## src/hdl/cbrs_pkg.sv

```systemverilog
// shared types, constants and stage table for the bring-up retry sequencer
`timescale 1ns / 1ps

package cbrs_pkg;

  localparam int StageW    = 3;
  localparam int TriesW    = 5;
  localparam int CoolW     = 12;
  localparam int IntervalW = 8;
  localparam int LimitW    = 4;
  localparam int ModeW     = 2;
  localparam int CfgIdxW   = 3;
  localparam int CfgDataW  = 8;
  localparam int InDataW   = 8;
  localparam int OutDataW  = 32;
  localparam int OutUsedW  = 26;
  localparam int ProdW     = 14;

  localparam logic [3:0] BackoffStep = 4'd10;

  localparam logic [ModeW-1:0]     ResetBackoffMode = 2'd0;
  localparam logic [IntervalW-1:0] ResetInterval    = 8'd10;
  localparam logic [LimitW-1:0]    ResetTriesMain   = 4'd10;
  localparam logic [LimitW-1:0]    ResetTriesLink   = 4'd3;

  typedef enum logic [CfgIdxW-1:0] {
    CFG_BACKOFF_MODE   = 3'd0,
    CFG_RETRY_INTERVAL = 3'd1,
    CFG_PING_INTERVAL  = 3'd2,
    CFG_MAX_TRIES_MAIN = 3'd3,
    CFG_MAX_TRIES_LINK = 3'd4
  } cfg_idx_t;

  typedef enum logic [ModeW-1:0] {
    BACKOFF_CONST  = 2'd0,
    BACKOFF_LINEAR = 2'd1,
    BACKOFF_QUAD   = 2'd2
  } backoff_t;

  typedef enum logic [1:0] {
    OP_NONE       = 2'd0,
    OP_RELOAD     = 2'd1,
    OP_INVALIDATE = 2'd2
  } opcode_t;

  localparam logic [StageW-1:0] StageNoConfig = 3'd0;
  localparam logic [StageW-1:0] StageSuccess  = 3'd6;

  typedef struct packed {
    logic [ModeW-1:0]     backoff_mode;
    logic [IntervalW-1:0] retry_interval;
    logic [IntervalW-1:0] ping_interval;
    logic [LimitW-1:0]    max_tries_main;
    logic [LimitW-1:0]    max_tries_link;
  } cfg_t;

  typedef struct packed {
    logic [StageW-1:0] stage;
    logic [TriesW-1:0] tries;
    logic [CoolW-1:0]  cooldown;
  } seq_state_t;

  typedef struct packed {
    logic [1:0] opcode;
    logic       hold;
    logic       ready_req;
  } in_item_t;

  // packed lowest field last so that tdata bit 0 is stage
  typedef struct packed {
    logic [CoolW-1:0]  cooldown_left;
    logic [TriesW-1:0] try_count;
    logic              ping_invalidate;
    logic [StageW-1:0] attempt_stage;
    logic              attempt;
    logic              stage_set;
    logic [StageW-1:0] stage;
  } out_item_t;

  typedef struct packed {
    logic [StageW-1:0] next;
    logic [StageW-1:0] fail;
    logic              link_limit;
    logic              ping_timing;
  } stage_row_t;

  function automatic stage_row_t stage_row(input logic [StageW-1:0] s);
    stage_row_t r;
    unique case (s)
      3'd0:    r = '{next: 3'd1, fail: 3'd0, link_limit: 1'b0, ping_timing: 1'b0};
      3'd1:    r = '{next: 3'd2, fail: 3'd1, link_limit: 1'b0, ping_timing: 1'b0};
      3'd2:    r = '{next: 3'd3, fail: 3'd1, link_limit: 1'b0, ping_timing: 1'b0};
      3'd3:    r = '{next: 3'd4, fail: 3'd2, link_limit: 1'b1, ping_timing: 1'b0};
      3'd4:    r = '{next: 3'd5, fail: 3'd2, link_limit: 1'b0, ping_timing: 1'b1};
      3'd5:    r = '{next: 3'd6, fail: 3'd3, link_limit: 1'b0, ping_timing: 1'b0};
      3'd6:    r = '{next: 3'd6, fail: 3'd5, link_limit: 1'b0, ping_timing: 1'b1};
      default: r = '{next: 3'd7, fail: 3'd7, link_limit: 1'b0, ping_timing: 1'b0};
    endcase
    return r;
  endfunction

endpackage

```

## src/hdl/connection_bringup_retry_sequencer.sv

```systemverilog
// top level: link bring-up retry sequencer with stream ports and config write channel
`timescale 1ns / 1ps
// path: an accepted item goes through the input register, then the result register
// throughput: one item per cycle unless m_axis_tready stalls; the stage/counter update is one pass of cbrs_step
// reset (rst, synchronous): stage 0, counters zero, pipeline empty, config registers
// back to mode constant, intervals 10, main limit 10, link limit 3

module connection_bringup_retry_sequencer (
  input  logic                               clk,
  input  logic                               rst,
  // input item stream
  input  logic                               s_axis_tvalid,
  output logic                               s_axis_tready,
  // [0] ready_req, [1] hold, [3:2] opcode, [7:4] zero
  input  logic [cbrs_pkg::InDataW-1:0]       s_axis_tdata,
  // result item stream
  output logic                               m_axis_tvalid,
  input  logic                               m_axis_tready,
  // [2:0] stage, [3] stage_set, [4] attempt, [7:5] attempt_stage,
  // [8] ping_invalidate, [13:9] try_count, [25:14] cooldown_left, [31:26] zero
  output logic [cbrs_pkg::OutDataW-1:0]      m_axis_tdata,
  // config write channel
  input  logic                               cfg_valid,
  output logic                               cfg_ready,
  input  logic [cbrs_pkg::CfgIdxW-1:0]       cfg_index,
  input  logic [cbrs_pkg::CfgDataW-1:0]      cfg_data
);
  import cbrs_pkg::*;

  // config registers
  cfg_t       cfg;

  // sequencer state
  seq_state_t state;
  seq_state_t state_next;

  // input register
  logic       in_valid;
  in_item_t   in_item;

  // result register
  logic       out_valid;
  out_item_t  out_item;
  out_item_t  result;

  logic       advance;

  // the input register item moves on whenever the result slot is free or being drained
  assign advance       = in_valid && (!out_valid || m_axis_tready);
  assign s_axis_tready = !in_valid || advance;
  assign cfg_ready     = 1'b1;

  always_ff @(posedge clk) begin
    if (rst) begin
      cfg.backoff_mode   <= ResetBackoffMode;
      cfg.retry_interval <= ResetInterval;
      cfg.ping_interval  <= ResetInterval;
      cfg.max_tries_main <= ResetTriesMain;
      cfg.max_tries_link <= ResetTriesLink;
    end else if (cfg_valid) begin
      unique case (cfg_index)
        CFG_BACKOFF_MODE:   cfg.backoff_mode   <= cfg_data[ModeW-1:0];
        CFG_RETRY_INTERVAL: cfg.retry_interval <= cfg_data[IntervalW-1:0];
        CFG_PING_INTERVAL:  cfg.ping_interval  <= cfg_data[IntervalW-1:0];
        CFG_MAX_TRIES_MAIN: cfg.max_tries_main <= cfg_data[LimitW-1:0];
        CFG_MAX_TRIES_LINK: cfg.max_tries_link <= cfg_data[LimitW-1:0];
        default: ;  // unmapped index, write dropped
      endcase
    end
  end

  // input register
  always_ff @(posedge clk) begin
    if (rst) begin
      in_valid <= 1'b0;
    end else if (s_axis_tready) begin
      in_valid <= s_axis_tvalid;
    end
  end

  always_ff @(posedge clk) begin
    if (s_axis_tready && s_axis_tvalid) begin
      in_item <= in_item_t'(s_axis_tdata[3:0]);
    end
  end

  cbrs_step u_step (
    .state      (state),
    .cfg        (cfg),
    .item       (in_item),
    .state_next (state_next),
    .result     (result)
  );

  // state commits as the item leaves the input register
  always_ff @(posedge clk) begin
    if (rst) begin
      state <= '0;
    end else if (advance) begin
      state <= state_next;
    end
  end

  // result register
  always_ff @(posedge clk) begin
    if (rst) begin
      out_valid <= 1'b0;
    end else if (advance) begin
      out_valid <= 1'b1;
    end else if (m_axis_tready) begin
      out_valid <= 1'b0;
    end
  end

  always_ff @(posedge clk) begin
    if (advance) begin
      out_item <= result;
    end
  end

  assign m_axis_tvalid = out_valid;
  assign m_axis_tdata  = {(OutDataW - OutUsedW)'(0), out_item};

endmodule

```

## src/hdl/cbrs_step.sv

```systemverilog
// one tick of the stage sequencer: state, config and item in, next state and result out
`timescale 1ns / 1ps

module cbrs_step (
  input  cbrs_pkg::seq_state_t state,
  input  cbrs_pkg::cfg_t       cfg,
  input  cbrs_pkg::in_item_t   item,
  output cbrs_pkg::seq_state_t state_next,
  output cbrs_pkg::out_item_t  result
);
  import cbrs_pkg::*;

  stage_row_t        row;
  logic [TriesW-1:0] tries_inc;
  logic [LimitW-1:0] limit;
  logic [IntervalW-1:0] base;
  logic [ProdW-1:0]  square;
  logic [ProdW-1:0]  backoff;
  logic [ProdW-1:0]  reload_sum;
  logic              set_flag;
  logic              att;
  logic [StageW-1:0] att_stage;
  logic              ping;

  assign row       = stage_row(state.stage);
  assign tries_inc = state.tries + TriesW'(1);
  assign limit     = row.link_limit ? cfg.max_tries_link : cfg.max_tries_main;
  assign base      = row.ping_timing ? cfg.ping_interval : cfg.retry_interval;
  assign square    = ProdW'(tries_inc) * ProdW'(tries_inc);

  always_comb begin
    case (cfg.backoff_mode)
      BACKOFF_LINEAR: backoff = ProdW'(tries_inc) * ProdW'(BackoffStep);
      BACKOFF_QUAD:   backoff = square * ProdW'(BackoffStep);
      default:        backoff = '0;
    endcase
  end

  assign reload_sum = ProdW'(base) + backoff;

  always_comb begin
    state_next = state;
    set_flag   = 1'b0;
    att        = 1'b0;
    att_stage  = '0;
    ping       = 1'b0;
    if (!item.hold) begin
      if (state.stage != 3'd7) begin
        if (!item.ready_req) begin
          if (state.cooldown == '0) begin
            att                 = 1'b1;
            att_stage           = state.stage;
            state_next.tries    = tries_inc;
            state_next.cooldown = reload_sum[CoolW-1:0];
            // limit exceeded: drop to fail stage, counters cleared
            if (tries_inc > TriesW'(limit)) begin
              ping                = row.ping_timing;
              state_next.stage    = row.fail;
              state_next.tries    = '0;
              state_next.cooldown = '0;
              set_flag            = 1'b1;
            end
          end else begin
            state_next.cooldown = state.cooldown - CoolW'(1);
          end
        end else begin
          state_next.stage    = row.next;
          state_next.tries    = '0;
          state_next.cooldown = '0;
          set_flag            = 1'b1;
        end
      end
      case (item.opcode)
        OP_RELOAD: begin
          state_next.stage = StageNoConfig;
          ping             = 1'b1;
        end
        OP_INVALIDATE: begin
          state_next.stage    = StageNoConfig;
          state_next.tries    = '0;
          state_next.cooldown = '0;
          set_flag            = 1'b1;
        end
        default: ;
      endcase
    end
  end

  always_comb begin
    result.stage           = state_next.stage;
    result.stage_set       = set_flag;
    result.attempt         = att;
    result.attempt_stage   = att_stage;
    result.ping_invalidate = ping;
    result.try_count       = state_next.tries;
    result.cooldown_left   = state_next.cooldown;
  end

endmodule
```

## config.mk

```make
export PLATFORM = sky130hd
export DESIGN_NAME = connection_bringup_retry_sequencer
export DESIGN_NICKNAME = d
export VERILOG_FILES = /design/src/hdl/cbrs_pkg.sv /design/src/hdl/connection_bringup_retry_sequencer.sv /design/src/hdl/cbrs_step.sv
export SDC_FILE = /design/constraint.sdc
export NUM_CORES = 1
export LEC_CHECK = 0
export BUFFER_PORTS_ARGS = -buffer_cell sky130_fd_sc_hd__clkbuf_2
export CAP_MARGIN = 10
export CORE_MARGIN = 2
export CORE_UTILIZATION = 60
export DETAILED_ROUTE_END_ITERATION = 10
export MAX_ROUTING_LAYER = met4
export PLACE_DENSITY = 0.81
export SLEW_MARGIN = 20
export SYNTH_ARGS = -nofsm -noshare
export SYNTH_HDL_FRONTEND = slang
export SYNTH_SLANG_ARGS = --single-unit
export TNS_END_PERCENT = 100
```

## constraint.sdc

```tcl
create_clock -name clk -period 11.67 [get_ports clk]
set_clock_uncertainty 0.2 [all_clocks]
set_input_delay 2.334 -clock clk [delete_from_list [all_inputs] [get_ports clk]]
set_output_delay 2.334 -clock clk [all_outputs]
set_load 0.01 [all_outputs]
```

==> Yosys cells after proc, flatten, opt, wreduce, memory -nomap -nowiden <==
Index checks and enable logic that the tools add are counted.
{ "word_totals": {"mem_bits_rw": 0, "word_cells": 87, "out_inout_bits": 35, "reg_bits": 78, "latchBits": 0, "mem_bits_ro": 0, "n_memories": 0} }
{ "op_classes": {"n_reduce_logical": 18, "n_div": 0, "multipliers": 3, "order_cmp": 1, "muxes": 25, "n_eq_ne": 15, "bitwise_logic": 2, "shift": 0, "addsub": 3} }
{ "ops": {"columns": ["op", "count"], "rows": [
  ["$mux W20", 4],
  ["$pmux W8 S7", 1],
  ["$pmux W12 S2", 1],
  ["$mux W17", 1],
  ["$mux W8", 2],
  ["$mux W1", 13],
  ["$add A8 B12 Y12", 1],
  ["$eq A3 B2 Y1 const B", 4],
  ["$eq A3 B3 Y1 const B", 4],
  ["$logic_not A12 Y1", 1],
  ["$mux W12", 1],
  ["$sub A12 B1 Y12 const B", 1],
  ["$mul A10 B3 Y11 const B", 1],
  ["$mul A5 B5 Y10", 1],
  ["$reduce_and A2 Y1", 5],
  ["$mul A5 B3 Y8 const B", 1],
  ["$eq A3 B1 Y1 const B", 2],
  ["$logic_not A3 Y1", 2],
  ["$add A5 B1 Y5 const B", 1],
  ["$gt A5 B4 Y1", 1],
  ["$eq A2 B1 Y1 const B", 2],
  ["$eq A2 B2 Y1 const B", 2],
  ["$mux W4", 1],
  ["$reduce_or A4 Y1", 1],
  ["9 further kinds", 13]
]} }

==> Longest topological paths before layout <==
{ "logic_depth": {"ltp_word": 11, "mapped_depth": 27} }

==> Modules after synthesis <==
A second synthesis with hierarchy kept.
{ "unflattened": {"hier_cells": 639, "hier_area_um2": 5794.3} }
{ "modules_own_cells": {"columns": ["mod", "n_inst", "area_per_inst_um2", "seq_area_each_um2", "cells_each"], "rows": [
  ["connection_bringup_retry_sequencer", 1, 2927.8, 1861.8, 230],
  ["cbrs_step", 1, 2866.5, 0.0, 409]
]} }

==> Worst setup path before layout <==
Ideal clock, no wire load.
{ "synth_timing": {"path_type": "register to register", "from": "register, netlist name state[12]", "to": "register out_item (netlist bit m_axis_tdata[25]), data pin", "arrival_ns": 5.645, "path_buffers": 1, "slack_ns": 5.566, "period_less_slack_ns": 6.104, "path_stages_with_launch": 27, "setup_time_ns": 0.259, "required_ns": 11.211, "path_cell_list": "dfxtp_1 ha_1 nand3_1 xnor2_1 buf_2 inv_1 nand2_1 fa_1 fa_1 inv_1 ha_1 a31o_2 ha_1 xnor2_1 ha_1 ha_1 a31oi_1 xnor2_1 a22oi_1 nor2_1 ha_1 o21ai_0 nor2_1 o21ai_1 o31a_1 mux2i_1 o21ai_1"} }
{ "synth_rtl": {"columns": ["element", "line", "rtl"], "rows": [
  ["to (signal assigned)", "connection_bringup_retry_sequencer.sv:117", "out_item <= result;"],
  ["to (decl)", "connection_bringup_retry_sequencer.sv:43", "out_item_t out_item;"]
]} }

==> Final worst setup path <==
{ "layout_timing": {"from": "register, netlist name state[12]", "to": "register, netlist name state[10]"} }
{ "layout_between": {"elab_chain_len": 11, "word_cells_on_any_way": 13, "classes_between": "add/sub: 2; mul: 3; order compare: 1; mux: 7"} }
{ "layout_lines": {"columns": ["element", "line", "rtl"], "rows": [
  ["$add A5 B1 Y5 *", "cbrs_step.sv:26", "assign tries_inc = state.tries + TriesW'(1);"],
  ["$mul A5 B5 Y10", "cbrs_step.sv:29", "assign square = ProdW'(tries_inc) * ProdW'(tries_inc);"],
  ["$mul A10 B3 Y11", "cbrs_step.sv:34", "BACKOFF_QUAD: backoff = square * ProdW'(BackoffStep);"],
  ["$pmux W12 S2", "cbrs_step.sv:32", "case (cfg.backoff_mode)"],
  ["$add A8 B12 Y12", "cbrs_step.sv:39", "assign reload_sum = ProdW'(base) + backoff;"],
  ["$mux W20 *", "cbrs_step.sv:56", "if (tries_inc > TriesW'(limit)) begin"],
  ["$mux W12 *", "cbrs_step.sv:50", "if (state.cooldown == '0) begin"],
  ["$mux W20 *", "cbrs_step.sv:49", "if (!item.ready_req) begin"],
  ["$mux W20 *", "cbrs_step.sv:48", "if (state.stage != 3'd7) begin"],
  ["$mux W17 *", "cbrs_step.sv:73", "case (item.opcode)"],
  ["$mux W20 *", "cbrs_step.sv:47", "if (!item.hold) begin"]
]} }
Mark *: on every way between the ends. The rest lies on a longest branch, timed or not.
A chain may end at the register's enable or synchronous reset.

==> summary.md <==
| Metric | Value |
|---|---|
| Total global-route track usage | `a little over a quarter` |
| Yosys warns | `0` |
| Status | `finished, final reports clean` |
| CTS tree | `yes` |
| Dpl hpwl | `between 9000 and 10,000 um` |
| Worst VDD drop | `0.0807 mV` |
| CTS max path bufs | `2` |
| FF+latch area | `approximately 1900 um2` |
| Sink Count | `between 70 and 80` |
| Mapped Cells | `626` |
| Pin count of the biggest net entering global routing | `55` |
| Synth Area per Inst | `8.85 um2` |
| CTS Hold Bufs | `0` |
| Synthesized area | `approximately 5500 um2` |
| Pins Over Slew Limit | `0` |
| RePlAce Congestion | `~0.94` |
| Clk_lat worst skew | `roughly 370 ps` |
| Slowest CP cell | `dfxtp_1` |
| Max-capacitance violation count | `0` |
| Max Clock Freq | `around 140 MHz` |
| Clock transition at path regs | `about 90 ps` |
| Pwr dens | `around 100 nW/um2` |
| H-tree level count | `3` |
| First-pass GRT wire length | `just over 20,000 um` |
| Minimum clock period | `approximately 7100 ps` |
| DR vias/cell | `6.19` |
| Initial Util | `60.8%` |
| Setup bufs post-CTS | `0` |
| DRC violations left | `0` |
| Placed insts | `roughly 760` |
| FP Rows | `35` |
| Final Net Count | `733` |
| Worst-margin pin slew | `between 1000 and 1500 ps` |
| Seq/Total Area, Yosys | `around 34%` |
| Vias in the first global route | `around 4,300` |
| Critical path's largest stage delay | `between 500 and 600 ps` |
| DR iter-0 viols | `roughly 290` |
| Static leakage | `2.52 nW` |
| CTS root buf | `clkbuf_8` |
| Filler cells | `~780` |
| Post-synth EDFFs | `30` |
| Fin worst setup slack | `4600 ps` |
| Placed Area | `5770 um2` |
| Dominant cells by area after synthesis | `dfxtp_1, edfxtp_1, ha_1, nor2_1, nand2_1` |
| Synth-to-Final Area Change | `7.50%` |
| Top_reg_cell synth | `dfxtp_1` |
| CP Capture Type | `register` |
| Count of cell types in the netlist | `75` |
| Arr. time, crit path | `approximately 7000 ps` |
| Total die area | `between 10,000 and 15,000 um2` |
| Routed wire length | `12,500 um` |
| Final Cycle Share | `about three fifths` |
| CP Max Fanout | `9` |
| Port bufs | `47` |
| Die height | `100 um` |
| Drt wl/cell | `~16 um` |
| Worst rel slew slack | `between 30% and 40%` |
| Setup_tns | `0 ps` |
| Antenna diodes | `0` |
| #FFs+latches synth | `78` |
| Antenna Nets Post-Route | `0` |
| Core Footprint | `9110 um2` |
| Area fraction of the dominant cell type after synthesis | `between 10% and 20%` |
| RSZ-0062 raised after global routing | `false` |
| TritonCTS buffer count | `9` |
| # IOs | `59` |
| Initial antenna violation count | `0` |
| Hold Crit Class | `reg -> reg` |
| Pre-antenna DRT Iters | `5` |
| Fin Hold WS | `256 ps` |
| Place WS | `~4700 ps` |
| Multi-input gate area | `3400 um2` |
| Final hold viol count | `0` |
| Share of cells above drive strength 1 | `between 10% and 20%` |
| Critical Path Start Type | `register` |
| Cell taking the most area after synthesis | `dfxtp_1` |
| Final Cell Area | `around 6000 um2` |
| Gr ovfl total | `0` |
| CP most frequent cell | `ha_1` |
| Critical path class | `reg -> reg` |
| CTS resizes | `0` |
| Via count | `~4,800` |
| Worst EP required | `approximately 12,000 ps` |
| Synth async-reset ratio | `0%` |
| Layout Cells excl Fill | `around 770` |
| # setup viols final | `0` |
| Die Wd | `approximately 100 um` |
==> cells in the mapped netlist (5+ instances only) <==
| library cell | n |
|---|---|
| ha_1 | 48 |
| o21ai_0 | 19 |
| a211o_1 | 9 |
| a21oi_1 | 31 |
| buf_4 | 7 |
| mux2_2 | 9 |
| nand2_1 | 55 |
| a211oi_1 | 8 |
| o31ai_1 | 6 |
| and2_1 | 7 |
| a21o_1 | 7 |
| clkbuf_1 | 14 |
| a31oi_1 | 8 |
| nand3_1 | 10 |
| xor2_1 | 12 |
| nand3b_1 | 8 |
| nor2b_1 | 16 |
| nor2_1 | 83 |
| a22oi_1 | 6 |
| xnor2_1 | 13 |
| edfxtp_1 | 30 |
| dfxtp_1 | 48 |
| buf_2 | 12 |
| mux2i_1 | 17 |
| inv_1 | 30 |
| o21a_1 | 5 |
| nor3_1 | 15 |
| o21ai_1 | 7 |
==> where the power goes <==
part           internal [mW]  switching (mW)
registers              0.295         0.00961
logic                 0.0365          0.0627
clock network         0.0842           0.106
total                  0.416           0.178
==> through the flow <==
stage	power [mW]	utilization, %
2_1_floorplan	0.383	-
3_3_place_gp	0.405	63.4
3_5_place_dp	0.408	63.4
4_1_cts	0.595	65.4
5_1_grt	0.617	65.4
6_report	0.594	65.4
==> kinds of logic (layout without fill, tap and decap cells) <==
kind of cell,count (synthesis),in the layout,share of synthesized area [%]
simple gates,229,229,20.6
compound gates,149,149,19.3
flops,78,78,33.6
buf+inv,65,96,5.28
fa+ha+maj,52,52,12.3
mux,26,26,4.90
xor+xnor,25,25,3.95
other cells,2,7,0.136
==> placed cells by master (no fill, tap or decap), types with 9 or more instances in the layout <==
| cell | n |
|---|---|
| xnor2_1 | 13 |
| nor3_1 | 15 |
| inv_1 | 30 |
| a211o_1 | 9 |
| dfxtp_1 | 48 |
| ha_1 | 48 |
| edfxtp_1 | 30 |
| mux2i_1 | 17 |
| clkbuf_2 | 46 |
| nor2b_1 | 16 |
| nand3_1 | 10 |
| clkbuf_8 | 10 |
| xor2_1 | 12 |
| mux2_2 | 9 |
| o21ai_0 | 19 |
| nand2_1 | 55 |
| a21oi_1 | 31 |
| nor2_1 | 83 |
==> flip-flops by register name (all words and copies together), names as in the netlist <==
register	cells
m_axis_tdata	26
m_axis_tvalid	1
cfg	26
in_item	4
state	20
in_valid	1
==> area by class of cell <==
| cell class | count | share of cell area, % |
|---|---|---|
| clock inverters | 6 | 0.777 |
| well taps | 111 | 2.33 |
| flip-flops and latches | 78 | 31.3 |
| multi-input cells | 488 | 57.2 |
| clock buffers | 10 | 2.31 |
| repair buffers | 49 | 4.20 |
| inverters | 31 | 1.95 |
==> per-layer routing <==
| layer | global-route usage [%] | up-vias | wire length (um) |
|---|---|---|---|
| met5 | - | - | 0 |
| met4 | 9.69 | 0 | 227 |
| met3 | 5.29 | 21 | 763 |
| met2 | 42.4 | 172 | 6130 |
| met1 | 33.0 | 2275 | 5370 |
| li1 | - | 2315 | - |
==> final timing paths <==
check                    startpoint                     end  slack, ps  cells past startpoint
max          state[12]$_SDFFE_PP0P_  state[10]$_SDFFE_PP0P_       4600                     25
min            cfg[16]$_SDFFE_PP0P_    cfg[16]$_SDFFE_PP0P_        260                      2
max reg2reg  state[12]$_SDFFE_PP0P_  state[10]$_SDFFE_PP0P_       4600                     25
min reg2reg    cfg[16]$_SDFFE_PP0P_    cfg[16]$_SDFFE_PP0P_        260                      2
==> worst max-delay path, delay by kind of cell, from the launching register on <==
family	cells	cell delay (ps)
AO/OA/AOI/OAI	6	1230
flip-flops	1	540
XOR/XNOR	3	860
adder cells (fa/ha/maj)	8	2850
buffers and inverters	3	410
AND/OR/NAND/NOR	5	900
Power figures use the tool's default switching activity.
